File: src/hw/rtl/assert_macros.svh
// ---------------------------------------------------------------------------
// Assertion macros
// Clocked assertion helpers shared by the cell and sequencer RTL files.
// ---------------------------------------------------------------------------
`ifndef ASSERT_MACROS_SVH
`define ASSERT_MACROS_SVH
`ifndef NO_ASSERTIONS
`define ASSERT_HOLDS(lbl, clk, rst, prop, msg) \
   lbl: assert property (@(posedge clk) disable iff (rst) (prop)) else $error(msg);
`define ASSERT_IMPLIES(lbl, clk, rst, ante, cons, msg) \
   lbl: assert property (@(posedge clk) disable iff (rst) (ante) |-> (cons)) else $error(msg);
`define ASSERT_NEXT(lbl, clk, rst, ante, cons, msg) \
   lbl: assert property (@(posedge clk) disable iff (rst) (ante) |=> (cons)) else $error(msg);
`else
`define ASSERT_HOLDS(lbl, clk, rst, prop, msg)
`define ASSERT_IMPLIES(lbl, clk, rst, ante, cons, msg)
`define ASSERT_NEXT(lbl, clk, rst, ante, cons, msg)
`endif
`endif

File: src/hw/rtl/mlt_pkg.sv
// ---------------------------------------------------------------------------
// MAC learning table package
// Widths, constants and shared types of the MAC learning table.
// ---------------------------------------------------------------------------
package mlt_pkg;

   localparam int MacWidth          = 48;
   localparam int PortWidth         = 32;
   localparam int AgeWidth          = 8;
   localparam int DefaultTableDepth = 64;
   localparam int CsrAddrWidth      = 3;
   localparam int CsrDataWidth      = 32;

   localparam logic [AgeWidth-1:0]          AgingLimitReset = 8'd30;
   localparam logic [CsrAddrWidth-3:0]      CsrIdxAgingLimit = 1'b0;

   typedef struct packed {
      logic                 active;
      logic                 src_hit;
      logic                 free_claimed;
      logic                 dst_hit;
      logic [PortWidth-1:0] dst_port;
   } carry_type;

   typedef struct packed {
      logic [MacWidth-1:0]  src_mac;
      logic [MacWidth-1:0]  dst_mac;
      logic [PortWidth-1:0] in_port;
      logic [AgeWidth-1:0]  limit;
      logic                 tick;
      logic                 commit;
      logic                 finish;
   } bcast_type;

endpackage

File: src/hw/rtl/mlt_cell.sv
// ---------------------------------------------------------------------------
// MAC learning table cell
// One table entry; compares the passing item against its entry and hands
// the running search result to the next cell.
// ---------------------------------------------------------------------------
`include "assert_macros.svh"

module mlt_cell (
   input  logic                clock,
   input  logic                reset,
   input  mlt_pkg::bcast_type  bcast,
   input  mlt_pkg::carry_type  carry_in,
   output mlt_pkg::carry_type  carry_out
);
   import mlt_pkg::*;

   logic                 valid_ff, valid_in;
   logic                 pending_ff, pending_in;
   logic [MacWidth-1:0]  mac_ff, mac_in;
   logic [PortWidth-1:0] port_ff, port_in;
   logic [AgeWidth-1:0]  age_ff, age_in;
   carry_type            carry_ff, carry_in_next;

   logic src_match;
   logic dst_match;
   logic claim;

   always_comb begin
      src_match = carry_in.active && valid_ff && (mac_ff == bcast.src_mac);
      dst_match = carry_in.active && valid_ff && (mac_ff == bcast.dst_mac);
      claim     = carry_in.active && !valid_ff && !carry_in.free_claimed;

      valid_in   = valid_ff;
      pending_in = pending_ff;
      mac_in     = mac_ff;
      port_in    = port_ff;
      age_in     = age_ff;

      if (src_match) begin
         port_in = bcast.in_port;
         age_in  = bcast.limit;
      end

      if (claim) begin
         pending_in = 1'b1;
      end else if (bcast.finish) begin
         pending_in = 1'b0;
      end

      if (bcast.commit && pending_ff) begin
         valid_in = 1'b1;
         mac_in   = bcast.src_mac;
         port_in  = bcast.in_port;
         age_in   = bcast.limit;
      end

      if (bcast.tick && valid_ff) begin
         if (age_ff <= AgeWidth'(1)) begin
            valid_in = 1'b0;
            age_in   = '0;
         end else begin
            age_in = age_ff - AgeWidth'(1);
         end
      end

      carry_in_next.active       = carry_in.active;
      carry_in_next.src_hit      = carry_in.src_hit | src_match;
      carry_in_next.free_claimed = carry_in.free_claimed | claim;
      carry_in_next.dst_hit      = carry_in.dst_hit | dst_match;
      carry_in_next.dst_port     = dst_match ? port_ff : carry_in.dst_port;
   end

   always_ff @(posedge clock) begin
      if (reset) begin
         valid_ff   <= 1'b0;
         pending_ff <= 1'b0;
         carry_ff   <= '0;
      end else begin
         valid_ff   <= valid_in;
         pending_ff <= pending_in;
         carry_ff   <= carry_in_next;
      end
   end

   always_ff @(posedge clock) begin
      mac_ff  <= mac_in;
      port_ff <= port_in;
      age_ff  <= age_in;
   end

   assign carry_out = carry_ff;

   `ASSERT_IMPLIES(a_pending_free, clock, reset, pending_ff, !valid_ff, "claimed slot is in use")
   `ASSERT_HOLDS(a_tick_idle, clock, reset, !(bcast.tick && carry_in.active), "tick during sweep")
   `ASSERT_NEXT(a_commit_fill, clock, reset, bcast.commit && pending_ff, valid_ff, "fill lost")

endmodule

File: config.mk
export PLATFORM = sky130hd
export DESIGN_NAME = mlt_cell
export DESIGN_NICKNAME = d
export VERILOG_FILES = /design/src/hw/rtl/mlt_pkg.sv /design/src/hw/rtl/mlt_cell.sv
export VERILOG_INCLUDE_DIRS = /design/src /design/src/hw/rtl
export SDC_FILE = /design/constraint.sdc
export NUM_CORES = 1
export LEC_CHECK = 0
export BUFFER_PORTS_ARGS = -buffer_cell sky130_fd_sc_hd__buf_4
export CAP_MARGIN = 20
export CORE_UTILIZATION = 38
export DETAILED_ROUTE_END_ITERATION = 16
export GPL_ROUTABILITY_DRIVEN = 1
export GPL_TIMING_DRIVEN = 0
export PLACE_DENSITY = 0.76
export SETUP_SLACK_MARGIN = 0.02
export SYNTH_ARGS = -nofsm -noshare
export SYNTH_HDL_FRONTEND = slang
export SYNTH_SLANG_ARGS = --single-unit
File: constraint.sdc
create_clock -name clock -period 6.9 [get_ports clock]
set_input_delay 0.69 -clock clock [delete_from_list [all_inputs] [get_ports clock]]
set_output_delay 0.69 -clock clock [all_outputs]
set_load 0.03 [all_outputs]
==> summary.txt <==
Routing
  • DRT met1 WL: 5640 microns
  • Wire per inst: 16.6 microns
  • Highest Signal Layer: met4
  • Routed Wire Length: 13800 microns
  • Met3 WL: 1000 microns
  • Pre-Repair DR Iteration Count: 4
  • # DRC: 0
  • Antenna viol nets, final: 0
  • Initial DRC count: 191
  • Routed wl met2: 6740 microns
  • Vias per Instance: 4.82
  • Via count: 3989

GRT
  • Initial antenna violation count: 0
  • First-pass GRT wire length: 21300 microns
  • Grt total ovfl: 0
  • GR Util All Layers: 0.198
  • Largest net degree at the start of global routing: 44
  • Vias in the first global route: 4328

Timing
  • RSZ-0062 raised after global routing: no
  • Setup TNS: 0 ns
  • Final-report hold violation count: 0
  • Fmax: 350 MHz
  • Endpoints failing setup: 0
  • Final worst setup slack: 4.04 ns
  • Final Slew Violations: 0
  • Final period util: 0.415
  • Setup Skew: 0.0104 ns
  • Worst-Margin Slew: 0.714 ns
  • Slew headroom: 0.523
  • Tmin final: 2.86 ns

Synth
  • Seq/Total Area, Yosys: 0.635
  • Synth Cell Area: 5360 sq um
  • Syn Area/Cell: 13.3 sq um
  • Syn. warnings: 0
  • Seq cells post-synth: 126
  • Post-synthesis cell type count: 37
  • Net Count, Synth: 582
  • Mapped Cells: 403

Placed design
  • Post-place setup slack: 3.66 ns
  • Placed Cells: 796
  • HPWL Detailed: 10800 microns
  • Routability cong.: 0.852
  • Buffers added on ports: 211

Worst setup path
  • Req. time, crit path: 7.02 ns
  • Critical path class: register to register
  • CP arrival: 2.98 ns
  • CP Max Fanout: 20
  • Critical path capture point type: register
  • Startpoint types: register

Power and ir drop
  • P per Cell Area: 243 nW/um^2
  • Int Pwr: 1460 uW
  • Logic pwr share: 0.105
  • Switching Power: 438 uW
  • Reg power frac: 0.449
  • Switching Share: 0.231
  • Clock power share: 0.446
  • Static Leak: 0.00317 uW
  • Peak VDD IR: 0.130 mV

CTS
  • Clk_lat worst skew: 0.41 ns
  • CTS Buf Count: 17
  • Post-CTS setup buffers: 0
  • Clk slew on worst S/H paths: 0.06 ns
  • CTS tree: done
  • H-tree levels: 4
  • Cts repair resizes: 0
  • Root buf cell: clkbuf_16
  • Post-cts hold buffer count: 0
  • Longest Clk Path Bufs: 2
  • Number of clock sinks seen by CTS: 126

Floorplanning
  • Rows: 43
  • Die ar.: 14600 sq um
  • Core ar.: 13800 sq um
  • IO Pins: 213
  • Starting Density: 0.388
  • Die Y: 121 microns
  • Die X: 121 microns

Layout
  • Finished Layout Cells: 828
  • N_diodes: 0
  • Commonest non-fill, non-tap cells in the layout: buf_4 (211), edfxtp_1 (88), xor2_1 (60), nor2_1 (43), dfxtp_1 (38)
  • Layout area overhead: 45.3%
  • Layout cells sized above 1: 0.390
  • Commonest non-fill, non-tap cell in the layout: buf_4
  • Layout Nets: 814

Flow run
  • Max-Cap Viols: 0

Outcome
  • Status: completed

Worst hold path
  • Hold WC Path Type: input pin to register
[Yosys cell counts]
library cell	instances	share of area
nor3b_1	1	0.0014
mux2i_1	32	0.060
nand2_1	12	0.0084
ha_1	2	0.0047
nor4_4	1	0.0040
nand4_1	10	0.012
a2111oi_0	1	0.0016
o221ai_1	1	0.0016
a221oi_1	2	0.0033
a311oi_1	1	0.0016
a21oi_1	4	0.0037
a222oi_1	1	0.0019
buf_6	3	0.0063
nor4_1	17	0.020
nand2b_1	4	0.0047
nor2b_1	6	0.0070
nor2_1	43	0.030
mux2_2	1	0.0021
a22o_1	3	0.0049
clkbuf_1	5	0.0035
nor4_2	1	0.0023
dfxtp_1	38	0.14
nand3_1	2	0.0019
xnor2_1	23	0.038
a221o_1	1	0.0019
edfxtp_1	88	0.49
o31ai_1	5	0.0070
o2111a_1	1	0.0021
or4_1	1	0.0014
nor3_1	3	0.0028
inv_1	22	0.015
o2bb2ai_1	2	0.0033
a2111oi_2	1	0.0028
o221a_2	1	0.0021
xor2_1	60	0.098
o21ai_0	2	0.0019
o22ai_1	2	0.0023
[final timing paths]
path | start | to | slack (ns) | cells past startpoint
max reg2reg | mac_ff[10] | port_ff[28] | 4.04 | 7
min reg2reg | port_ff[14] | carry_out[14] | 0.48 | 2
max | mac_ff[10] | port_ff[28] | 4.04 | 7
min | bcast[40] | port_ff[29] | 0.45 | 1
[critical path: stages (launching register included)]
cell and delay [ns]:
edfxtp_1 0.48, xor2_1 0.20, nor4_1 0.32, nand4_1 0.23, nor3_1 0.26, nand4_1 0.23, nand2_1 0.59, buf_16 0.24
[registers in the layout, indices dropped and copies added, names as in the netlist]
register / flops
mac_ff: 48
port_ff: 32
carry_out: 36
age_ff: 8
pending_ff: 1
valid_ff: 1
[area by class of cell]
cell class / instances / area, sq um
buffer: 8 / 52.6
clock buffer: 20 / 489
clock inverter: 12 / 83.8
fill: 1164 / 6040
inverter: 22 / 82.6
multi-input combinational: 247 / 1820
sequential: 126 / 3400
tap: 180 / 225
timing repair buffer: 213 / 1630
[metal layers]
metal / track usage / up-vias
met4: 0.114 / 0
li1: - / 1914
met1: 0.231 / 1880
met2: 0.327 / 165
met5: 0 / -
met3: 0.0542 / 30
[kinds of logic after synthesis]
group	Yosys count	share of synthesized area
DFF	126	0.635
and+or+nand+nor	101	0.0955
xor gates and xnor gates	83	0.136
muxes	33	0.0619
buffers and inverters	30	0.0252
AOI/OAI and AO/OA	28	0.0420
adders and majority gates	2	0.00467
[stage by stage]
step	total power (uW)	util	area (sq um)	hold slack, ns
finish	1890	0.563	7790	0.451
global route	1960	0.563	7790	0.426
CTS	1910	0.563	7790	0.431
detailed placement	1070	0.522	7220	0.471
global placement	1060	0.518	7170	0.459
floorplan	942	-	5360	0.456
[power by group through the flow]
stage                     Clock [uW]  Sequential [uW]  Combinational, uW
final                            845              850                200
after global routing             889              852                215
after CTS                        859              850                201
after detailed placement           0              865                201
after global placement             0              865                192
after floorplan                    0              886               56.1
Note: power is estimated with default switching activity, not from simulation.
