[config.mk]
export PLATFORM = sky130hd
export DESIGN_NAME = mlt_ctrl_flat
export DESIGN_NICKNAME = d
export VERILOG_FILES = /design/src/hw/rtl/mlt_pkg.sv /design/src/hw/rtl/mlt_if.sv /design/src/hw/rtl/mlt_ctrl.sv /design/src/flat_wrapper.sv
export VERILOG_INCLUDE_DIRS = /design/src /design/src/hw/rtl
export SDC_FILE = /design/constraint.sdc
export NUM_CORES = 1
export LEC_CHECK = 0
export ABC_AREA = 1
export BUFFER_PORTS_ARGS = -buffer_cell sky130_fd_sc_hd__buf_2
export CORE_MARGIN = 2
export CORE_UTILIZATION = 35
export CTS_BUF_LIST = sky130_fd_sc_hd__clkbuf_16
export DETAILED_ROUTE_END_ITERATION = 16
export GPL_TIMING_DRIVEN = 0
export PLACE_DENSITY = 0.65
export REMOVE_ABC_BUFFERS = 1
export SYNTH_ARGS = -nofsm -noshare
export SYNTH_HDL_FRONTEND = slang
export SYNTH_SLANG_ARGS = --single-unit
export TNS_END_PERCENT = 30
[constraint.sdc]
create_clock -name clock -period 8.7 [get_ports clock]
set_input_delay 1.74 -clock clock [delete_from_list [all_inputs] [get_ports clock]]
set_output_delay 1.74 -clock clock [all_outputs]
set_load 0.005 [all_outputs]
[src/hw/rtl/assert_macros.svh]
// ---------------------------------------------------------------------------
// Assertion macros
// Clocked assertion helpers shared by the cell and sequencer RTL files.
// ---------------------------------------------------------------------------
`ifndef ASSERT_MACROS_SVH
`define ASSERT_MACROS_SVH
`ifndef NO_ASSERTIONS
`define ASSERT_HOLDS(lbl, clk, rst, prop, msg) \
   lbl: assert property (@(posedge clk) disable iff (rst) (prop)) else $error(msg);
`define ASSERT_IMPLIES(lbl, clk, rst, ante, cons, msg) \
   lbl: assert property (@(posedge clk) disable iff (rst) (ante) |-> (cons)) else $error(msg);
`define ASSERT_NEXT(lbl, clk, rst, ante, cons, msg) \
   lbl: assert property (@(posedge clk) disable iff (rst) (ante) |=> (cons)) else $error(msg);
`else
`define ASSERT_HOLDS(lbl, clk, rst, prop, msg)
`define ASSERT_IMPLIES(lbl, clk, rst, ante, cons, msg)
`define ASSERT_NEXT(lbl, clk, rst, ante, cons, msg)
`endif
`endif

[src/hw/rtl/mlt_pkg.sv]
// ---------------------------------------------------------------------------
// MAC learning table package
// Widths, constants and shared types of the MAC learning table.
// ---------------------------------------------------------------------------
package mlt_pkg;

   localparam int MacWidth          = 48;
   localparam int PortWidth         = 32;
   localparam int AgeWidth          = 8;
   localparam int DefaultTableDepth = 64;
   localparam int CsrAddrWidth      = 3;
   localparam int CsrDataWidth      = 32;

   localparam logic [AgeWidth-1:0]          AgingLimitReset = 8'd30;
   localparam logic [CsrAddrWidth-3:0]      CsrIdxAgingLimit = 1'b0;

   typedef struct packed {
      logic                 active;
      logic                 src_hit;
      logic                 free_claimed;
      logic                 dst_hit;
      logic [PortWidth-1:0] dst_port;
   } carry_type;

   typedef struct packed {
      logic [MacWidth-1:0]  src_mac;
      logic [MacWidth-1:0]  dst_mac;
      logic [PortWidth-1:0] in_port;
      logic [AgeWidth-1:0]  limit;
      logic                 tick;
      logic                 commit;
      logic                 finish;
   } bcast_type;

endpackage

[src/hw/rtl/mlt_if.sv]
// ---------------------------------------------------------------------------
// MAC learning table channels
// Request and response handshake channels of the MAC learning table.
// ---------------------------------------------------------------------------
interface mlt_req_if;
   import mlt_pkg::*;
   logic                 valid;
   logic                 ready;
   logic                 kind;
   logic [MacWidth-1:0]  src_mac;
   logic [MacWidth-1:0]  dst_mac;
   logic [PortWidth-1:0] in_port;

   modport source (output valid, kind, src_mac, dst_mac, in_port, input ready);
   modport sink   (input valid, kind, src_mac, dst_mac, in_port, output ready);
endinterface

interface mlt_rsp_if;
   import mlt_pkg::*;
   logic                 valid;
   logic                 ready;
   logic                 flood;
   logic [PortWidth-1:0] out_port;
   logic                 learn_dropped;

   modport source (output valid, flood, out_port, learn_dropped, input ready);
   modport sink   (input valid, flood, out_port, learn_dropped, output ready);
endinterface

[src/hw/rtl/mlt_ctrl.sv]
// ---------------------------------------------------------------------------
// MAC learning table sequencer
// Takes items, launches the sweep down the cell chain, resolves learning
// and lookup at its end and holds the result item.
// ---------------------------------------------------------------------------
`include "assert_macros.svh"

module mlt_ctrl (
   input  logic                         clock,
   input  logic                         reset,
   mlt_req_if.sink                      req,
   mlt_rsp_if.source                    rsp,
   input  logic [mlt_pkg::AgeWidth-1:0] aging_limit,
   input  mlt_pkg::carry_type           carry_last,
   output mlt_pkg::carry_type           carry_first,
   output mlt_pkg::bcast_type           bcast
);
   import mlt_pkg::*;

   localparam logic [1:0] ST_IDLE  = 2'd0;
   localparam logic [1:0] ST_SWEEP = 2'd1;
   localparam logic [1:0] ST_DONE  = 2'd2;

   logic [1:0]           state_ff, state_in;
   logic                 start_ff, start_in;
   logic                 rsp_valid_ff, rsp_valid_in;
   logic                 flood_ff, flood_in;
   logic [PortWidth-1:0] out_port_ff, out_port_in;
   logic                 dropped_ff, dropped_in;
   logic [MacWidth-1:0]  src_ff, src_in;
   logic [MacWidth-1:0]  dst_ff, dst_in;
   logic [PortWidth-1:0] port_ff, port_in;
   logic [AgeWidth-1:0]  limit_ff, limit_in;
   carry_type            res_ff, res_in;

   logic accept;
   logic out_free;
   logic finish;
   logic dropped;

   always_comb begin
      accept   = req.valid && req.ready;
      out_free = !rsp_valid_ff || rsp.ready;
      finish   = (state_ff == ST_DONE) && out_free;
      dropped  = !res_ff.src_hit && !res_ff.free_claimed;

      state_in     = state_ff;
      start_in     = accept && !req.kind;
      rsp_valid_in = rsp_valid_ff && !rsp.ready;
      flood_in     = flood_ff;
      out_port_in  = out_port_ff;
      dropped_in   = dropped_ff;
      src_in       = src_ff;
      dst_in       = dst_ff;
      port_in      = port_ff;
      limit_in     = limit_ff;
      res_in       = res_ff;

      case (state_ff)
         ST_IDLE: begin
            if (accept && !req.kind) begin
               src_in   = req.src_mac;
               dst_in   = req.dst_mac;
               port_in  = req.in_port;
               limit_in = (aging_limit == '0) ? AgeWidth'(1) : aging_limit;
               state_in = ST_SWEEP;
            end
         end
         ST_SWEEP: begin
            if (carry_last.active) begin
               res_in   = carry_last;
               state_in = ST_DONE;
            end
         end
         ST_DONE: begin
            if (out_free) begin
               rsp_valid_in = 1'b1;
               dropped_in   = dropped;
               if ((dst_ff == src_ff) && !dropped) begin
                  flood_in    = 1'b0;
                  out_port_in = port_ff;
               end else if (res_ff.dst_hit) begin
                  flood_in    = 1'b0;
                  out_port_in = res_ff.dst_port;
               end else begin
                  flood_in    = 1'b1;
                  out_port_in = '0;
               end
               state_in = ST_IDLE;
            end
         end
         default: begin
            state_in = ST_IDLE;
         end
      endcase
   end

   always_ff @(posedge clock) begin
      if (reset) begin
         state_ff     <= ST_IDLE;
         start_ff     <= 1'b0;
         rsp_valid_ff <= 1'b0;
      end else begin
         state_ff     <= state_in;
         start_ff     <= start_in;
         rsp_valid_ff <= rsp_valid_in;
      end
   end

   always_ff @(posedge clock) begin
      flood_ff    <= flood_in;
      out_port_ff <= out_port_in;
      dropped_ff  <= dropped_in;
      src_ff      <= src_in;
      dst_ff      <= dst_in;
      port_ff     <= port_in;
      limit_ff    <= limit_in;
      res_ff      <= res_in;
   end

   always_comb begin
      carry_first              = '0;
      carry_first.active       = start_ff;
      bcast.src_mac            = src_ff;
      bcast.dst_mac            = dst_ff;
      bcast.in_port            = port_ff;
      bcast.limit              = limit_ff;
      bcast.tick               = accept && req.kind;
      bcast.finish             = finish;
      bcast.commit             = finish && !res_ff.src_hit && res_ff.free_claimed;
   end

   assign req.ready         = (state_ff == ST_IDLE);
   assign rsp.valid         = rsp_valid_ff;
   assign rsp.flood         = flood_ff;
   assign rsp.out_port      = out_port_ff;
   assign rsp.learn_dropped = dropped_ff;

   `ASSERT_IMPLIES(a_rsp_from_done, clock, reset, $rose(rsp_valid_ff),
      $past(state_ff) == ST_DONE, "result issued outside done")
   `ASSERT_IMPLIES(a_last_in_sweep, clock, reset, carry_last.active,
      state_ff == ST_SWEEP, "sweep ended outside sweep state")
   `ASSERT_NEXT(a_start_sweep, clock, reset, start_ff, state_ff == ST_SWEEP,
      "sweep launched without sweep state")

endmodule

[src/flat_wrapper.sv]
// flat-port wrapper written by rule: the top's interface ports become plain ports
module mlt_ctrl_flat import mlt_pkg::*;
  (clock, reset, aging_limit, carry_last, carry_first, bcast, req_valid, req_kind, req_src_mac, req_dst_mac, req_in_port, req_ready, rsp_valid, rsp_flood, rsp_out_port, rsp_learn_dropped, rsp_ready);
  mlt_req_if req_i ();
  mlt_rsp_if rsp_i ();
  input  logic clock;
  input  logic reset;
  input  logic [mlt_pkg::AgeWidth-1:0] aging_limit;
  input  mlt_pkg::carry_type carry_last;
  output mlt_pkg::carry_type carry_first;
  output mlt_pkg::bcast_type bcast;
  input wire logic [$bits(req_i.valid)-1:0] req_valid;
  input wire logic [$bits(req_i.kind)-1:0] req_kind;
  input wire logic [$bits(req_i.src_mac)-1:0] req_src_mac;
  input wire logic [$bits(req_i.dst_mac)-1:0] req_dst_mac;
  input wire logic [$bits(req_i.in_port)-1:0] req_in_port;
  output wire logic [$bits(req_i.ready)-1:0] req_ready;
  output wire logic [$bits(rsp_i.valid)-1:0] rsp_valid;
  output wire logic [$bits(rsp_i.flood)-1:0] rsp_flood;
  output wire logic [$bits(rsp_i.out_port)-1:0] rsp_out_port;
  output wire logic [$bits(rsp_i.learn_dropped)-1:0] rsp_learn_dropped;
  input wire logic [$bits(rsp_i.ready)-1:0] rsp_ready;
  assign req_i.valid = req_valid;
  assign req_i.kind = req_kind;
  assign req_i.src_mac = req_src_mac;
  assign req_i.dst_mac = req_dst_mac;
  assign req_i.in_port = req_in_port;
  assign req_ready = req_i.ready;
  assign rsp_valid = rsp_i.valid;
  assign rsp_flood = rsp_i.flood;
  assign rsp_out_port = rsp_i.out_port;
  assign rsp_learn_dropped = rsp_i.learn_dropped;
  assign rsp_i.ready = rsp_ready;
  mlt_ctrl u_core (.clock(clock), .reset(reset), .req(req_i), .rsp(rsp_i), .aging_limit(aging_limit), .carry_last(carry_last), .carry_first(carry_first), .bcast(bcast));
endmodule
==> results of run 1 <==
==> layer usage <==
layer	GRT usage, %	routed length [um]	up-vias
li1	-	-	2837
met1	18.30	8020	2627
met2	28.16	10640	284
met3	4.845	1943	41
met4	5.491	634	0
met5	0	0	-
==> power groups by stage <==
stage	logic, mW	clock network, mW	registers (mW)
floorplan	0.0425	0	1.20
global placement	0.127	0	1.20
detailed placement	0.136	0	1.19
CTS	0.136	0.948	1.17
global route	0.152	0.986	1.17
finish	0.134	0.928	1.17
==> critical path: cells and delay by family <==
kind / cells / cell delay, ps
buf+inv: 3 / 460
simple gates: 2 / 560
==> worst paths after layout <==
check	start	endpoint	cells past startpoint
worst min-delay path	u_core.state_ff[0]	u_core.state_ff[0]	2
worst max-delay path	rsp_ready	bcast[0]	5
worst max register to register	u_core.dst_ff[17]	u_core.rsp.out_port[4]	11
worst min register to register	u_core.state_ff[0]	u_core.state_ff[0]	2
==> final cells by class <==
| type | instances | area, um2 | area share [%] |
|---|---|---|---|
| diodes | 3 | 7.507 | 0.06801 |
| clock buffers | 25 | 625.6 | 5.668 |
| clock inverters | 15 | 88.84 | 0.8048 |
| inverters | 101 | 379.1 | 3.435 |
| multi-input cells | 338 | 1440 | 13.05 |
| flip-flops and latches | 209 | 6236 | 56.50 |
| well taps | 319 | 399.1 | 3.616 |
| repair buffers | 357 | 1862 | 16.87 |
==> layout by cell type, fill, tap and decap left out, types with 5 or more instances in the layout <==
cell | netlist | routed
buf_12 | 0 | 5
buf_2 | 0 | 352
clkbuf_16 | 0 | 25
clkinv_1 | 0 | 7
conb_1 | 1 | 35
edfxtp_1 | 205 | 205
inv_1 | 100 | 103
nand2_1 | 195 | 195
nand3_1 | 35 | 35
nor2_1 | 36 | 34
o21ai_0 | 9 | 9
xnor2_1 | 8 | 8
==> through the flow <==
| step | worst slack, ps | setup TNS, ps | cells |
|---|---|---|---|
| 6_report | 4189 | 0 | 1367 |
| 5_1_grt | 4112 | 0 | 1365 |
| 4_1_cts | 4201 | 0 | 1364 |
| 3_5_place_dp | 4200 | 0 | 1324 |
| 3_3_place_gp | -2345 | -270440 | 1319 |
| 2_1_floorplan | 530.8 | 0 | 648 |
==> sequential cells by signal, indices dropped and copies added, names as in the netlist <==
name and cells:
u_core.dst_ff 48, u_core.limit_ff 8, u_core.port_ff 32, u_core.res_ff 35, u_core.rsp.flood 1, u_core.rsp.learn_dropped 1
u_core.rsp.out_port 32, u_core.rsp.valid 1, u_core.src_ff 48, u_core.start_ff 1, u_core.state_ff 2
==> cell families (layout without fill, tap and decap cells) <==
logic type                Yosys count  count (layout)  synth area share, %
other                               1              38              0.04506
buffers and inverters             158             498                9.472
DFF                               209             209                74.94
AOI/OAI and AO/OA                  19              19                1.218
xor gates and xnor gates            9               9               0.9473
and+or+nand+nor                   275             275                13.38
==> summary.txt, run 1 <==
Clocking
  – Root Buffer: clkbuf_16
  – Clock Tree Buf Depth: 3
  – Clock sinks: 209
  – Number of hold buffers added after CTS: 0
  – Num CTS Buffers: 25
  – CTS clk-pin slew, worst paths: 50 ps
  – TritonCTS clock tree: yes
  – H-tree depth: 1
  – # resized after CTS: 0
  – Clock latency on the worst-skew pair: 510 ps
  – Setup repair bufs after CTS: 0

Detailed routing
  – DRT Pass-1 Iters: 4
  – Routed Antenna Nets: 0
  – Drt total wl: 21.24 mm
  – Vias: 5789
  – DR iter-0 viols: 313
  – Via/cell ratio: 4.235
  – DRC: 0
  – DR WL/cell: 15.54 um

Logic synthesis
  – Post-synth ARST share: 0%
  – Number of synthesized flops with an enable pin: 205
  – Synthesized instance count: 671
  – Yosys warns: 0
  – Top cells by count, synth: edfxtp_1 (205), nand2_1 (195), inv_1 (100), buf_4 (40), nor2_1 (36)
  – Syn Area/Cell: 12.40 um2
  – Count leader, synth: edfxtp_1
  – Post-synth top area cell: edfxtp_1
  – Main synth FF type: edfxtp_1
  – Distinct cells, synth: 24
  – Top cell type's share of synthesized area: 73.97%
  – Area contributors post-synth: edfxtp_1 (74%), nand2_1 (8.8%), inv_1 (4.5%)
  – #FFs+latches synth: 209
  – Seq/Total Area, Yosys: 74.94%
  – Synthesized cell area: 0.008322 mm2

Setup path
  – WP data required: 6960 ps
  – Crit path kind: input pin to output port
  – Max incr delay on CP: 400 ps
  – Worst path cell trace: buf_2 > nor2_1 > nor2_4 > buf_12 > buf_2
  – Crit end category: output port
  – Most used cell, CP: buf_2
  – Worst EP arrival: 2770 ps
  – Worst-path fanout max: 31
  – Slowest cell on crit path: nor2_1
  – Startpoint Class: input pin
  – R2R setup slack: 5760 ps

Finish
  – Layout cells sized above 1: 37.80%
  – Final Util: 47.17%
  – Layout filler cell count: 2164
  – Post-route cell area: 0.01104 mm2
  – NumNets Final: 1209
  – Area grow syn2layout: 32.64%

GRT
  – Overall routing resource usage: 15.92%
  – Number of global-route vias before repair: 5605
  – Global-route wire length before repair: 29.95 mm
  – Largest net degree at the start of global routing: 39
  – Initial antenna violation count: 2
  – GRT overflow: 0

Pwr
  – Comb power frac: 6.0%
  – Seq pwr share: 52.4%
  – Sw Ratio: 21.36%
  – Internal power: 1.755 mW
  – Pwr/cell area: 202.2 mW/mm2
  – NetSw: 476.7 uW
  – Static Leak: 5.177 nW
  – Clock power share: 41.6%
  – Pwr Total: 2.232 mW
  – Peak supply drop: 0.0001738 V

STA
  – Min Tclk post-route: 4511 ps
  – Fmax: 221.7 MHz
  – Final hold vios: 0
  – Hold slack: 522.0 ps
  – Worst-margin pin slew: 1118 ps
  – Unrepaired setup endpoints after global routing: false
  – Relative slew slack: 25.48%
  – Period utilisation layout: 51.85%
  – Setup Skew: 11.74 ps
  – Setup violations, final: 0
  – Slew Limit Fails: 0

Placement
  – DP Area: 0.01032 mm2
  – HPWL Detailed: 15.87 mm
  – GPL Wtd Cong: 0.8073
  – Port Buffers: 352

Floorplan
  – Core area: 0.02340 mm2
  – Die width: 158.2 um
  – Initial core utilization: 35.56%
  – Die footprint: 0.02503 mm2
  – Io pins: 388
  – # rows: 56
  – Chip Height: 158.2 um

Job
  – Max-Cap Viols: 0

Outcome
  – Outcome: finished clean

Min path
  – Hold Crit Class: flip-flop to flip-flop
Note: power is estimated with default switching activity, not from simulation.
==> inputs of run 2 (changes only) <==
--- a/config.mk
+++ b/config.mk
@@ -6,14 +6,14 @@
 export SDC_FILE = /design/constraint.sdc
 export NUM_CORES = 1
 export LEC_CHECK = 0
-export ABC_AREA = 1
+export ABC_AREA = 0
 export BUFFER_PORTS_ARGS = -buffer_cell sky130_fd_sc_hd__buf_2
 export CORE_MARGIN = 2
 export CORE_UTILIZATION = 35
 export CTS_BUF_LIST = sky130_fd_sc_hd__clkbuf_16
 export DETAILED_ROUTE_END_ITERATION = 16
 export GPL_TIMING_DRIVEN = 0
-export PLACE_DENSITY = 0.65
+export PLACE_DENSITY = 0.66
 export REMOVE_ABC_BUFFERS = 1
 export SYNTH_ARGS = -nofsm -noshare
 export SYNTH_HDL_FRONTEND = slang
==> constraint.sdc (replaced) <==
create_clock -name clock -period 3.7 [get_ports clock]
set_input_delay 0.74 -clock clock [delete_from_list [all_inputs] [get_ports clock]]
set_output_delay 0.74 -clock clock [all_outputs]
set_load 0.005 [all_outputs]
==> summary.txt, run 2 <==
Logic synthesis
  – Top cells by count, synth: edfxtp_1 (205), inv_1 (45), buf_4 (37), nand2_1 (33), mux2i_1 (32)
  – Syn Area/Cell: 17.19 um2 (+39%)
  – Yosys warns: 0 (unchanged)
  – Number of synthesized flops with an enable pin: 205 (unchanged)
  – Post-synth ARST share: 0% (unchanged)
  – Area contributors post-synth: edfxtp_1 (78%), mux2i_1 (4.1%), buf_4 (3.5%)
  – Synthesized instance count: 459 (-32%)
  – #FFs+latches synth: 209 (unchanged)
  – Count leader, synth: edfxtp_1
  – Main synth FF type: edfxtp_1
  – Seq/Total Area, Yosys: 79.02% (+4.1 points)
  – Post-synth top area cell: edfxtp_1
  – Top cell type's share of synthesized area: 78.01% (+4.0 points)
  – Synthesized cell area: 0.007891 mm2 (-5.2%)
  – Distinct cells, synth: 34 (+42%)

Setup path
  – Startpoint Class: flip-flop
  – R2R setup slack: 570 ps (-5190 ps)
  – Setup crit start: u_core.src_ff[44]
  – WP data required: 4000 ps (-2960 ps)
  – R2r endpoint: u_core.rsp.out_port[5]
  – R2R depth: 7 (-4)
  – Worst-path fanout max: 30 (-3.2%)
  – FF-to-FF Start: u_core.src_ff[44]
  – CP endpoint: u_core.rsp.out_port[5]
  – Crit path kind: flip-flop to flip-flop
  – Worst EP arrival: 3420 ps (+650 ps)
  – Crit end category: flip-flop

Floorplan
  – Initial core utilization: 35.94% (+0.38 points)
  – # rows: 54 (-3.6%)
  – Die width: 154.2 um (-2.6%)
  – Io pins: 388 (unchanged)
  – Die footprint: 0.02376 mm2 (-5.0%)
  – Core area: 0.02196 mm2 (-6.2%)
  – Chip Height: 154.2 um (-2.6%)

Placement
  – HPWL Detailed: 14.63 mm (-7.8%)
  – GPL Wtd Cong: 0.7882 (-2.4%)
  – Port Buffers: 352 (unchanged)

GRT
  – Top Usage Layer GRT: met2
  – Global-route wire length before repair: 28.81 mm (-3.8%)
  – Largest net degree at the start of global routing: 107 (+170%)
  – M1 GR Usage: 17.60% (-0.69 points)
  – Met2 Track Usage GR: 29.28% (+1.1 points)
  – Initial antenna violation count: 1 (-1)
  – Number of global-route vias before repair: 5109 (-8.8%)
  – M3 GR Usage: 5.017% (+0.17 points)
  – Overall routing resource usage: 15.92% (about the same)
  – GRT overflow: 0 (unchanged)

STA
  – Hold slack: 414.8 ps (-107.2 ps)
  – Slew Limit Fails: 0 (unchanged)
  – Relative slew slack: 20.36% (-5.1 points)
  – Unrepaired setup endpoints after global routing: false
  – Fmax: 319.9 MHz
  – Setup violations, final: 0 (unchanged)
  – Period utilisation layout: 84.48%
  – Min Tclk post-route: 3126 ps
  – Total Neg Setup Slack: 0 ps (unchanged)
  – Setup Skew: 7.791 ps (-3.951 ps)
  – Worst-margin pin slew: 1195 ps (+76.78 ps)
  – Final hold vios: 0 (unchanged)

Detailed routing
  – DRT Pass-1 Iters: 4 (unchanged)
  – Drt total wl: 19.59 mm (-7.8%)
  – Routed Antenna Nets: 0 (unchanged)
  – DR WL/cell: 17.52 um (+13%)
  – DR iter-0 viols: 221 (-29%)
  – Via/cell ratio: 4.424 (+4.5%)
  – DRC: 0 (unchanged)
  – Vias: 4946 (-15%)

Outcome
  – Outcome: finished clean

Pwr
  – Static Leak: 4.652 nW (-10%)
  – Pwr/cell area: 484.6 mW/mm2 (+140%)
  – Peak supply drop: 0.0004048 V (+130%)
  – Pwr Total: 5.103 mW (+130%)

Clocking
  – H-tree depth: 1 (unchanged)
  – Clock Tree Buf Depth: 3 (unchanged)
  – Clock sinks: 209 (unchanged)
  – Root Buffer: clkbuf_16
  – Number of hold buffers added after CTS: 0 (unchanged)
  – # resized after CTS: 0 (unchanged)
  – Num CTS Buffers: 23 (-8.0%)
  – TritonCTS clock tree: yes
  – CTS clk-pin slew, worst paths: 60 ps (about the same)
  – Setup repair bufs after CTS: 0 (unchanged)
  – Clock latency on the worst-skew pair: 500 ps (about the same)

Finish
  – Layout filler cell count: 1989 (-8.1%)
  – Multi-input logic area: 0.001240 mm2 (-14%)
  – Most frequent cells in the layout: buf_2 (352), edfxtp_1 (205), inv_1 (52)
  – Largest regs: u_core.dst_ff (48), u_core.src_ff (48), u_core.res_ff (35)
  – Area grow syn2layout: 33.46%
  – NumNets Final: 999 (-17%)
  – Storage cell area: 0.006236 mm2 (unchanged)
  – Layout cells sized above 1: 46.48% (+8.7 points)
  – Commonest non-fill, non-tap cell in the layout: buf_2
  – Final Util: 47.96% (+0.79 points)

Job
  – Max-Cap Viols: 0 (unchanged)

Min path
  – Hold Crit Class: input pin to flip-flop
  – Hold Crit Depth: 1 (-1)
[run 2: cell count changes after synthesis, sizes merged, moves of 11 or more]
cell	change
o21ai	-11
xnor2	+21
inv	-56
mux2i	+32
nand3	-34
nand2	-165
nor2	-31
[run 2: logic make-up after synthesis]
family	count (synthesis)	share of synthesized area [%]
compound gates	15	1.538
xor+xnor	36	3.996
buf+inv	97	7.087
flops	209	79.02
mux	32	4.059
other cells	1	0.04752
simple gates	69	4.249
[run 2: worst min path at each step]
stage,startpoint,end,slack [ps]
after global routing,req_src_mac[33],u_core.src_ff[33],380
after detailed placement,u_core.rsp.valid,u_core.rsp.valid,520
final,req_src_mac[33],u_core.src_ff[33],410
after CTS,carry_last[34],u_core.res_ff[34],390
after global placement,u_core.rsp.valid,u_core.rsp.valid,490
after floorplan,u_core.rsp.valid,u_core.rsp.valid,490
[run 2: stage by stage]
| step | setup WS (ps) | cell area, um2 | instances |
|---|---|---|---|
| 6_report | 574.4 | 10530 | 1118 |
| 5_1_grt | 382.7 | 10530 | 1118 |
| 4_1_cts | 401.0 | 10530 | 1117 |
| 3_5_place_dp | 421.6 | 9857 | 1077 |
| 3_3_place_gp | -1625 | 9741 | 1073 |
| 2_1_floorplan | -353.5 | 7629 | 441 |
[run 2: critical path, cell delays in order (launching register included)]
cell and delay [ps]:
edfxtp_1 410, xnor2_1 210, nand4_1 150, nor4_1 550, nand3_1 200, or4_2 850, buf_12 240, mux2i_1 280
[run 2: report_power, final]
group	internal, mW	switching, mW
sequential	2.70	0.0493
combinational	0.149	0.150
clock	1.19	0.867
[run 2: area by class of cell]
cell class                      count  share of cell area [%]
Timing Repair Buffer              356                   17.63
Clock inverter                     17                  0.9148
Multi-Input combinational cell    187                   11.77
Tap cell                          280                   3.327
Sequential cell                   209                   59.21
Inverter                           45                   1.651
Antenna cell                        1                 0.02376
Clock buffer                       23                   5.465
[run 2: layer usage]
metal / vias to the layer above / share of wire, %
li1: 2304 / -
met1: 2322 / 35
met2: 283 / 52
met3: 37 / 9.7
met4: 0 / 3.0
met5: - / 0
